$ cat src/hw/rtl/frame_deframe_crc_check_assert.svh
// ----------------------------------------------------------------------------
// Assertion macros for the frame deframer
// Concurrent checks on clk, disabled while arst_n is low.
// ----------------------------------------------------------------------------
`ifndef FRAME_DEFRAME_CRC_CHECK_ASSERT_SVH
`define FRAME_DEFRAME_CRC_CHECK_ASSERT_SVH

`ifndef ASSERT_OFF
`define FDCC_ASSERT(lbl, prop, msg) \
	lbl: assert property (@(posedge clk) disable iff (!arst_n) prop) else $error(msg);
`define FDCC_NEVER(lbl, cond, msg) \
	lbl: assert property (@(posedge clk) disable iff (!arst_n) !(cond)) else $error(msg);
`else
`define FDCC_ASSERT(lbl, prop, msg)
`define FDCC_NEVER(lbl, cond, msg)
`endif

`endif

$ cat src/hw/rtl/fdcc_pkg.sv
// ----------------------------------------------------------------------------
// Frame deframer package
// Types, constants and the CRC-16 byte update shared by the deframer files.
// ----------------------------------------------------------------------------
package fdcc_pkg;

	localparam int DEF_MAX_PAYLOAD = 255;
	localparam int HDR_BYTES       = 14;
	localparam int CRC_BYTES       = 2;
	localparam int FIFO_DEPTH      = 4;

	localparam logic [15:0] CRC_INIT = 16'hFFFF;
	localparam logic [15:0] CRC_POLY = 16'hA001;

	typedef enum logic [1:0] {
		ST_OK      = 2'd0,
		ST_BAD_ARG = 2'd1,
		ST_CRC_ERR = 2'd2
	} status_t;

	typedef enum logic [1:0] {
		CFG_VERSION = 2'd0,
		CFG_TYPES_A = 2'd1,
		CFG_TYPES_B = 2'd2
	} cfg_idx_t;

	typedef enum logic {
		KIND_PAYLOAD = 1'b0,
		KIND_SUMMARY = 1'b1
	} kind_t;

	typedef struct packed {
		kind_t       kind;
		logic [7:0]  payload_byte;
		status_t     status;
		logic [7:0]  version;
		logic [7:0]  pkt_type;
		logic [31:0] msg_id;
		logic [31:0] timestamp;
		logic [31:0] node_id;
		logic [7:0]  pay_len;
		logic        run_last;
	} result_t;

	typedef struct packed {
		logic room2;     // at least two free slots
		logic nonempty;
	} fifo_stat_t;

	// reflected CRC-16, one byte, LSB first
	function automatic logic [15:0] crc16_byte(input logic [15:0] crc, input logic [7:0] b);
		logic [15:0] c;
		c = crc ^ {8'h00, b};
		for (int k = 0; k < 8; k++) begin
			c = c[0] ? ((c >> 1) ^ CRC_POLY) : (c >> 1);
		end
		return c;
	endfunction

	function automatic logic type_listed(input logic [7:0] t, input logic [31:0] a,
			input logic [31:0] b);
		logic hit;
		hit = 1'b0;
		for (int j = 0; j < 4; j++) begin
			if (a[8*j +: 8] == t || b[8*j +: 8] == t) hit = 1'b1;
		end
		return hit;
	endfunction

endpackage

$ cat src/hw/rtl/frame_deframe_crc_check.sv
// ----------------------------------------------------------------------------
// Frame deframer with CRC-16 check
// Header capture, payload forwarding and CRC-16 (0xA001 reflected) frame check.
// ----------------------------------------------------------------------------
// Takes one frame byte per cycle when s_axis_tready is high and emits result
// beats on the master side: a payload beat (tuser 0) two bytes behind the input
// and, on the last byte, a summary beat (tuser 1) with status and header. The
// CRC-16 update of a byte is unrolled into combinational logic, so every byte
// is handled in the cycle it is accepted and the results land in a four-entry
// queue. A byte causes zero, one or two beats; the input is ready while the
// queue has two free slots, so frames stream at one byte per cycle as long as
// the sink takes a beat per cycle, and a frame-end byte that also releases a
// payload byte pushes two beats. Configuration writes are taken at once.
// ----------------------------------------------------------------------------
module frame_deframe_crc_check
	import fdcc_pkg::*;
#(
	parameter int MAX_PAYLOAD = DEF_MAX_PAYLOAD
) (
	input  logic         clk,
	input  logic         arst_n,
	input  logic         s_axis_tvalid,
	output logic         s_axis_tready,
	input  logic [7:0]   s_axis_tdata,   // [7:0] data_byte
	input  logic         s_axis_tlast,   // last_byte
	output logic         m_axis_tvalid,
	input  logic         m_axis_tready,
	// [7:0] payload_byte, [9:8] status, [17:10] version, [25:18] pkt_type,
	// [57:26] msg_id, [89:58] timestamp, [121:90] node_id,
	// [129:122] pay_len, [135:130] zero
	output logic [135:0] m_axis_tdata,
	output logic         m_axis_tuser,   // kind
	output logic         m_axis_tlast,   // run_last
	input  logic         cfg_valid,
	output logic         cfg_ready,
	input  logic [1:0]   cfg_index,
	input  logic [31:0]  cfg_data
);
`include "frame_deframe_crc_check_assert.svh"

	localparam int FRAME_MIN = HDR_BYTES + CRC_BYTES;
	localparam int CNT_W     = $clog2(MAX_PAYLOAD + FRAME_MIN + 2);
	localparam int PLEN_LIM  = (MAX_PAYLOAD < 255) ? MAX_PAYLOAD : 255;

	localparam logic [CNT_W-1:0] CNT_CAP  = CNT_W'(MAX_PAYLOAD + FRAME_MIN + 1);
	localparam logic [CNT_W-1:0] CNT_MIN  = CNT_W'(FRAME_MIN);
	localparam logic [CNT_W-1:0] CNT_PEND = CNT_W'(MAX_PAYLOAD + FRAME_MIN);
	localparam logic [CNT_W-1:0] CNT_MAXP = CNT_W'(MAX_PAYLOAD);

	// configuration
	logic [7:0]  ver_cfg_q;
	logic [31:0] types_a_q, types_b_q;

	// frame state
	logic [CNT_W-1:0] cnt_q;
	logic [15:0]      crc_q;
	logic [7:0]       dly0_q, dly1_q;
	logic [7:0]       hver_q, htype_q;
	logic [31:0]      hmsg_q, htime_q, hnode_q;

	logic [CNT_W-1:0] cnt_nxt, plen_full;
	logic [15:0]      crc_nxt;
	logic [7:0]       hver_nxt, htype_nxt, plen_sat;
	logic [31:0]      hmsg_nxt, htime_nxt, hnode_nxt;
	logic             s_fire, emit_pay, is_short, overlong;
	status_t          status;
	result_t          pay_res, sum_res, out_res;
	logic [1:0]       push_cnt;
	fifo_stat_t       fstat;

	assign cfg_ready = 1'b1;

	always_ff @(posedge clk or negedge arst_n) begin
		if (!arst_n) begin
			ver_cfg_q <= 8'd1;
			types_a_q <= '0;
			types_b_q <= '0;
		end else if (cfg_valid) begin
			unique case (cfg_index)
				CFG_VERSION: ver_cfg_q <= cfg_data[7:0];
				CFG_TYPES_A: types_a_q <= cfg_data;
				CFG_TYPES_B: types_b_q <= cfg_data;
				default: ;
			endcase
		end
	end

	assign s_axis_tready = fstat.room2;
	assign s_fire        = s_axis_tvalid && s_axis_tready;

	// fold the byte leaving the delay line into the CRC
	assign crc_nxt  = (cnt_q >= CNT_W'(CRC_BYTES)) ? crc16_byte(crc_q, dly1_q) : crc_q;
	assign emit_pay = (cnt_q >= CNT_MIN) && (cnt_q < CNT_PEND);
	assign cnt_nxt  = (cnt_q == CNT_CAP) ? cnt_q : cnt_q + CNT_W'(1);

	always_comb begin
		hver_nxt  = hver_q;
		htype_nxt = htype_q;
		hmsg_nxt  = hmsg_q;
		htime_nxt = htime_q;
		hnode_nxt = hnode_q;
		priority if (cnt_q == CNT_W'(0)) hver_nxt = s_axis_tdata;
		else if (cnt_q == CNT_W'(1)) htype_nxt = s_axis_tdata;
		else if (cnt_q < CNT_W'(6)) hmsg_nxt = {hmsg_q[23:0], s_axis_tdata};
		else if (cnt_q < CNT_W'(10)) htime_nxt = {htime_q[23:0], s_axis_tdata};
		else if (cnt_q < CNT_W'(HDR_BYTES)) hnode_nxt = {hnode_q[23:0], s_axis_tdata};
	end

	// summary checks, on the count after this byte
	assign is_short  = cnt_nxt < CNT_MIN;
	assign plen_full = cnt_nxt - CNT_MIN;
	assign overlong  = !is_short && (plen_full > CNT_MAXP);

	always_comb begin
		priority if (is_short) status = ST_BAD_ARG;
		else if (hver_nxt != ver_cfg_q) status = ST_BAD_ARG;
		else if (!type_listed(htype_nxt, types_a_q, types_b_q)) status = ST_BAD_ARG;
		else if (overlong) status = ST_BAD_ARG;
		else if ({dly0_q, s_axis_tdata} == crc_nxt) status = ST_OK;
		else status = ST_CRC_ERR;
	end

	always_comb begin
		priority if (is_short) plen_sat = 8'd0;
		else if (plen_full > CNT_W'(PLEN_LIM)) plen_sat = 8'(PLEN_LIM);
		else plen_sat = plen_full[7:0];
	end

	always_comb begin
		pay_res              = '0;
		pay_res.kind         = KIND_PAYLOAD;
		pay_res.payload_byte = dly1_q;
		pay_res.status       = ST_OK;
		pay_res.run_last     = !s_axis_tlast;

		sum_res            = '0;
		sum_res.kind       = KIND_SUMMARY;
		sum_res.status     = status;
		sum_res.version    = hver_nxt;
		sum_res.pkt_type   = htype_nxt;
		sum_res.msg_id     = hmsg_nxt;
		sum_res.timestamp  = htime_nxt;
		sum_res.node_id    = hnode_nxt;
		sum_res.pay_len    = plen_sat;
		sum_res.run_last   = 1'b1;
	end

	assign push_cnt = s_fire ? (2'(emit_pay) + 2'(s_axis_tlast)) : 2'd0;

	always_ff @(posedge clk or negedge arst_n) begin
		if (!arst_n) begin
			cnt_q   <= '0;
			crc_q   <= CRC_INIT;
			dly0_q  <= '0;
			dly1_q  <= '0;
			hver_q  <= '0;
			htype_q <= '0;
			hmsg_q  <= '0;
			htime_q <= '0;
			hnode_q <= '0;
		end else if (s_fire) begin
			if (s_axis_tlast) begin
				// frame done: back to a clean start
				cnt_q   <= '0;
				crc_q   <= CRC_INIT;
				dly0_q  <= '0;
				dly1_q  <= '0;
				hver_q  <= '0;
				htype_q <= '0;
				hmsg_q  <= '0;
				htime_q <= '0;
				hnode_q <= '0;
			end else begin
				cnt_q   <= cnt_nxt;
				crc_q   <= crc_nxt;
				dly0_q  <= s_axis_tdata;
				dly1_q  <= dly0_q;
				hver_q  <= hver_nxt;
				htype_q <= htype_nxt;
				hmsg_q  <= hmsg_nxt;
				htime_q <= htime_nxt;
				hnode_q <= hnode_nxt;
			end
		end
	end

	fdcc_result_fifo #(
		.DEPTH (FIFO_DEPTH),
		.WIDTH ($bits(result_t))
	) u_fifo (
		.clk        (clk),
		.arst_n     (arst_n),
		.push_cnt   (push_cnt),
		.push_data0 (emit_pay ? pay_res : sum_res),
		.push_data1 (sum_res),
		.pop        (m_axis_tready),
		.pop_data   (out_res),
		.stat       (fstat)
	);

	assign m_axis_tvalid = fstat.nonempty;
	assign m_axis_tuser  = out_res.kind;
	assign m_axis_tlast  = out_res.run_last;
	assign m_axis_tdata  = {6'd0, out_res.pay_len, out_res.node_id, out_res.timestamp,
		out_res.msg_id, out_res.pkt_type, out_res.version, out_res.status,
		out_res.payload_byte};

	`FDCC_ASSERT(a_frame_restart, s_fire && s_axis_tlast |=> (cnt_q == '0) && (crc_q == CRC_INIT),
		"frame state not cleared after last beat")
	`FDCC_ASSERT(a_count_moves, s_fire && !s_axis_tlast |=> cnt_q != '0,
		"byte count did not advance")
	`FDCC_NEVER(a_payload_clean, m_axis_tvalid && (out_res.kind == KIND_PAYLOAD)
		&& (out_res.status != ST_OK), "payload beat carries a status")

endmodule

$ cat src/hw/rtl/fdcc_result_fifo.sv
// ----------------------------------------------------------------------------
// Result queue
// Small register queue that takes up to two results per cycle and hands out one.
// ----------------------------------------------------------------------------
module fdcc_result_fifo
	import fdcc_pkg::*;
#(
	parameter int DEPTH = FIFO_DEPTH,
	parameter int WIDTH = $bits(result_t)
) (
	input  logic             clk,
	input  logic             arst_n,
	input  logic [1:0]       push_cnt,
	input  logic [WIDTH-1:0] push_data0,
	input  logic [WIDTH-1:0] push_data1,
	input  logic             pop,
	output logic [WIDTH-1:0] pop_data,
	output fifo_stat_t       stat
);
`include "frame_deframe_crc_check_assert.svh"

	localparam int IDX_W = $clog2(DEPTH);
	localparam int CNT_W = $clog2(DEPTH + 1);

	logic [WIDTH-1:0] mem_q [DEPTH];
	logic [IDX_W-1:0] wr_q, rd_q, wr_plus1;
	logic [CNT_W-1:0] cnt_q;
	logic             do_pop;

	assign wr_plus1 = wr_q + IDX_W'(1);
	assign do_pop   = pop && (cnt_q != '0);

	always_ff @(posedge clk) begin
		if (push_cnt != 2'd0) mem_q[wr_q] <= push_data0;
		if (push_cnt == 2'd2) mem_q[wr_plus1] <= push_data1;
	end

	always_ff @(posedge clk or negedge arst_n) begin
		if (!arst_n) begin
			wr_q  <= '0;
			rd_q  <= '0;
			cnt_q <= '0;
		end else begin
			wr_q  <= wr_q + IDX_W'(push_cnt);
			if (do_pop) rd_q <= rd_q + IDX_W'(1);
			cnt_q <= cnt_q + CNT_W'(push_cnt) - CNT_W'(do_pop);
		end
	end

	assign pop_data       = mem_q[rd_q];
	assign stat.nonempty  = (cnt_q != '0);
	assign stat.room2     = (cnt_q <= CNT_W'(DEPTH - 2));

	`FDCC_NEVER(a_fifo_overfill, cnt_q > CNT_W'(DEPTH), "result queue over capacity")
	`FDCC_NEVER(a_fifo_push_full, (push_cnt == 2'd2) && (cnt_q > CNT_W'(DEPTH - 2)),
		"two results pushed without room")

endmodule
$ cat config.mk
export PLATFORM = sky130hd
export DESIGN_NAME = frame_deframe_crc_check
export DESIGN_NICKNAME = d
export VERILOG_FILES = /design/src/hw/rtl/fdcc_pkg.sv /design/src/hw/rtl/frame_deframe_crc_check.sv /design/src/hw/rtl/fdcc_result_fifo.sv
export VERILOG_INCLUDE_DIRS = /design/src /design/src/hw/rtl
export SDC_FILE = /design/constraint.sdc
export NUM_CORES = 1
export LEC_CHECK = 0
export ABC_AREA = 1
export BUFFER_PORTS_ARGS = -buffer_cell sky130_fd_sc_hd__buf_2
export CAP_MARGIN = 15
export CORE_UTILIZATION = 45
export CTS_BUF_LIST = sky130_fd_sc_hd__clkbuf_16
export CTS_CLUSTER_DIAMETER = 30
export DETAILED_ROUTE_END_ITERATION = 7
export GPL_TIMING_DRIVEN = 0
export SKIP_CTS_REPAIR_TIMING = 1
export SLEW_MARGIN = 20
export SYNTH_ARGS = -nofsm -noshare
export SYNTH_HDL_FRONTEND = slang
export SYNTH_SLANG_ARGS = --single-unit
$ cat constraint.sdc
create_clock -name clk -period 11.9 [get_ports clk]
set_input_delay 3.57 -clock clk [delete_from_list [all_inputs] [get_ports clk]]
set_output_delay 3.57 -clock clk [all_outputs]
set_load 0.05 [all_outputs]
# [Yosys cells after proc, flatten, opt, wreduce, memory -nomap -nowiden]
# Memories as Yosys holds them, arrays and structs flattened.
# Cells that the tools add are included.
[totals] ff_bits=232 mem_bits_rw=528 inputBits=48 out_inout_bits=141 elab_cells=127 n_memories=1
[memory_table] name="u_fifo.mem_q" words=4 width=132 rd=1 rd_clocked_by_memory_dff=0 write_ports=2 line_no="fdcc_result_fifo.sv:25" text="logic [WIDTH-1:0] mem_q [DEPTH];"
[op_classes] add_sub_neg=8 order_cmp=9 n_eq_ne=15 muxes=53 n_bitwise=9 reduce_logical=17
[op_table] operator="two-way mux 32 bit" count=15
[op_table] operator="two-way mux 16 bit" count=10
[op_table] operator="two-way mux 132 bit" count=1
[op_table] operator="two-way mux 8 bit" count=9
[op_table] operator="equality test 8 bit" count=8
[op_table] operator="inverter 2 -> 3 bit" count=8
[op_table] operator="less-than comparator 9 x 4 -> 1 bit, second input constant" count=2
[op_table] operator="two-way mux 9 bit" count=2
[op_table] operator="equality test 16 bit" count=1
[op_table] operator="XOR 16 x 8 -> 16 bit" count=1
[op_table] operator="two-way mux 2 bit" count=6
[op_table] operator="two-way mux 1 bit" count=10
[op_table] operator="adder 9 x 1 -> 9 bit, second input constant" count=1
[op_table] operator="equality test 9 x 1 -> 1 bit, second input constant" count=1
[op_table] operator="equality test 9 bit, second input constant" count=1
[op_table] operator=">= comparator 9 x 2 -> 1 bit, second input constant" count=1
[op_table] operator=">= comparator 9 x 5 -> 1 bit, second input constant" count=1
[op_table] operator="> comparator 9 x 8 -> 1 bit, second input constant" count=1
[op_table] operator="zero test 9 bit" count=1
[op_table] operator="less-than comparator 9 x 3 -> 1 bit, second input constant" count=1
[op_table] operator="less-than comparator 9 x 5 -> 1 bit, second input constant" count=1
[op_table] operator="less-than comparator 9 bit, second input constant" count=1
[op_table] operator="subtractor 9 x 5 -> 9 bit, second input constant" count=1
[op_table] operator="!= test 8 bit" count=1
[op_table] operator="15 further kinds" count=26

# [Depth between registers and ports, before layout]
[logic_depth] depth_word=25 depth_mapped=20 ltp_nobuf=20

# [By module]
# From an unflattened synthesis, not the netlist that was laid out.
[unflattened] cells_unflattened=5447 hier_area_um2=41802.6
[modules_own_cells] module="fdcc_result_fifo" instances=1 cells_each=3483 area_per_inst_um2=28199.5 seq_area_each_um2=16030.4
[modules_own_cells] module="frame_deframe_crc_check" instances=1 cells_each=1964 area_per_inst_um2=13603.0 seq_area_each_um2=5651.7

# [Least setup slack after synthesis]
# No wires, ideal clock.
[synth_timing] path_kind="input-to-reg" startpoint="input port s_axis_tlast" endpoint="memory u_fifo.mem_q[1][100] (netlist name) (enable)" setup_ns=0.475 arrival_ns=7.071 required_ns=11.425 setup_slack_ns=4.354 cell_stages=7 n_path_buf=0 path_cell_list="ha_1 -> inv_1 -> nor2_1 -> nor2_1 -> nor3_1 -> nor2_1 -> inv_1"
[synth_lines] element="start, declared" line_no="frame_deframe_crc_check.sv:25" text="input logic s_axis_tlast,"
[synth_lines] element="end, declared" line_no="fdcc_result_fifo.sv:25"

# [Final worst setup path]
[layout_timing] startpoint="register u_fifo.rd_q[0]" endpoint="output port m_axis_tdata[124]"
[layout_via] elab_chain_len=1
[layout_lines] element="start, declared" line_no="fdcc_result_fifo.sv:26" text="logic [IDX_W-1:0] wr_q, rd_q, wr_plus1;"
[layout_lines] element="start signal, assigned" line_no="fdcc_result_fifo.sv:45" text="if (do_pop) rd_q <= rd_q + IDX_W'(1);"
[layout_lines] element="memory read (4 x 132 bit)"
[layout_lines] element="end, declared" line_no="frame_deframe_crc_check.sv:31" text="output logic [135:0] m_axis_tdata,"
# No other way between the ends.

==> summary.md <==
| Metric | Value |
|---|---|
| Status | `finished clean` |
| Global-route wire length before repair | `158300 um` |
| Crit Path Class | `reg -> out` |
| Post-DR vias/cell | `5.414` |
| Yosys cell types | `45` |
| HPWL Detailed | `67080 um` |
| Cell Area, Synth | `34170 sq um` |
| Layout Nets | `4040` |
| Pre-antenna DRT Iters | `6` |
| Critical path data required time | `8330 ps` |
| Num rows | `100` |
| Antenna Nets Post-Route | `0` |
| Period minus WS final | `8065 ps` |
| Crit Path Max Fanout | `10` |
| Synthesized instance count | `3634` |
| I/O pins | `189` |
| Ys Warns | `0` |
| #FFs+latches synth | `760` |
| Post-synth top cells | `nor2_1, nand2_1, edfxtp_1, o21ai_0, inv_1` |
| GP Congestion | `0.8548` |
| Post-synthesis async set-or-reset flop share | `30.53%` |
| CTS tree | `built` |
| Ys flop type | `edfxtp_1` |
| Root Buffer | `clkbuf_16` |
| Reg area | `21280 sq um` |
| Area of the multi-input gates | `10780 sq um` |
| CTS Buf Count | `154` |
| Core Area | `74820 sq um` |
| Vias in the first global route | `26700` |
| Setup TNS Final | `0 ps` |
| H-tree depth | `4` |
| Die X | `277.6 um` |
| Gr usage total | `27.18%` |
| Post-synthesis to final-layout area growth | `21.95%` |
| Initial cell density of the core | `45.67%` |
| Count leader, synth | `nor2_1` |
| Setup crit end kind | `output port` |
| Maxcap violations | `0` |
| Later-pin clock latency in the skew report | `740 ps` |
| Max_slew headroom | `23.52%` |
| Post-synth EDFFs | `488` |
| Antenna violations before repair | `2` |
| Peak Freq | `0.1240 GHz` |
| Final setup fails | `0` |
| Slew @ Worst Pin | `1147 ps` |
| Reg clk slew, reported paths | `50 ps` |
| Post-synth top area share | `42.88%` |
| Clk buf depth | `3` |
| PortBufs | `181` |
| Hold Path Depth | `2` |
| Slew Limit Fails | `0` |
| Fin. Hold Viols | `0` |
| Area leader, netlist | `edfxtp_1` |
| Final clock skew | `24.12 ps` |
| DRT Wirelength | `105100 um` |
| Iter 0 DRT Violations | `2551` |
| Die height | `277.6 um` |
| Hold Crit Class | `reg -> reg` |
| Data arrival, critical path | `4490 ps` |
| Worst setup SP type | `register` |
| R2R depth | `13` |
| Gr ovfl total | `0` |
| Syn Area/Cell | `9.404 sq um` |
| Dominant cells by area after synthesis | `edfxtp_1, dfrtp_1, nor2_1` |
| Final Cycle Share | `67.77%` |
| RSZ-0062 raised after global routing | `false` |
| Seq/Total Area, Yosys | `62.27%` |
| Drt drc | `0` |
| Largest net degree at the start of global routing | `89` |
| Clock sink total | `760` |
| DIE AREA | `77050 sq um` |
| Share of layout cells above drive strength 1 | `12.93%` |
| Filler cells | `6643` |
| Routed WL per cell | `20.66 um` |
| Vias | `27530` |
| Antenna diodes | `0` |
==> kinds of logic (layout without fill, tap and decap cells) <==
kind of cell    after synthesis  in the layout  share of synthesized area (%)
buf+inv                     530           1007                          6.242
compound gates              788            788                          12.73
flops                       760            760                          62.27
xor+xnor                     34             34                         0.8714
simple gates               1510           1510                          17.47
fa+ha+maj                    10             10                         0.3881
other cells                   2              7                        0.02198
==> sequential cells by signal (all words and copies together), names as in the netlist <==
signal,count
dly1_q,8
u_fifo.cnt_q,3
cnt_q,9
hnode_q,32
htype_q,8
u_fifo.rd_q,2
hmsg_q,32
dly0_q,8
u_fifo.mem_q,528
u_fifo.wr_q,2
ver_cfg_q,8
types_a_q,32
hver_q,8
types_b_q,32
crc_q,16
htime_q,32
==> stage by stage <==
stage | cell area (sq um) | utilization, % | std cells | setup slack, ps | hold slack, ps
after detailed placement | 36520 | 48.81 | 4795 | 4718 | 439.5
after CTS | 41680 | 55.70 | 5085 | 3923 | 451.0
after floorplan | 34190 | - | 3639 | 4354 | 421.5
after global placement | 36310 | 48.53 | 4789 | 1679 | 433.7
after global routing | 41680 | 55.70 | 5085 | 3807 | 461.7
final | 41680 | 55.70 | 5085 | 3835 | 452.8
==> cell type report <==
class                      count  area share [%]
buffer                       223           2.360
clock buffer                 158           9.487
clock inverter               132           2.885
inverter                     307           2.837
multi-input combinational   2349           25.86
sequential                   760           51.07
tap                          969           2.909
timing repair buffer         187           2.594
==> path summary, 6_finish.rpt <==
kind	from	end	slack [ps]
min in group asynchronous	arst_n	types_b_q[18]	2800
max in group asynchronous	arst_n	hnode_q[29]	7800
min	u_fifo.mem_q[1][124]	u_fifo.mem_q[1][124]	450
min reg2reg	u_fifo.mem_q[1][124]	u_fifo.mem_q[1][124]	450
max reg2reg	cnt_q[8]	u_fifo.mem_q[3][99]	7610
max	u_fifo.rd_q[0]	m_axis_tdata[124]	3840
==> per-layer routing <==
metal / track usage [%] / vias up / routed length [um]
met5: 0 / - / 19
met4: 9.421 / 2 / 2787
met2: 44.34 / 1021 / 50190
met3: 5.289 / 171 / 7947
met1: 36.26 / 13350 / 44120
li1: - / 12990 / -
==> layout by cell type, fill, tap and decap left out, types with 9 or more instances in the layout <==
cell type / synthesis / final
ha_1: 9 / 9
buf_4: 13 / 13
nand4_1: 15 / 15
nor3_1: 10 / 10
nand3b_1: 10 / 10
xnor2_1: 11 / 11
inv_1: 300 / 328
clkbuf_1: 162 / 160
dfxtp_1: 40 / 40
dfstp_2: 17 / 17
clkbuf_16: 0 / 158
a21oi_1: 10 / 10
clkinv_2: 0 / 22
nand2_1: 578 / 578
xor2_1: 23 / 23
edfxtp_1: 488 / 488
dfrtp_1: 215 / 215
clkinv_1: 1 / 26
nand3_1: 63 / 63
bufinv_16: 0 / 17
clkinv_4: 0 / 10
o22ai_1: 269 / 269
nor2_1: 813 / 813
buf_2: 34 / 214
o21ai_0: 486 / 486
clkinvlp_4: 0 / 10
==> critical path: stages, from the launching register on <==
cell and delay [ps]:
dfrtp_1 650, clkbuf_1 680, clkbuf_1 760, clkbuf_1 620, nor2_1 120, o22ai_1 550, buf_2 380
Power is left out: the tool's default activity adds up to more than one toggle a clock period on the data nets, which glitch-free logic cannot reach.
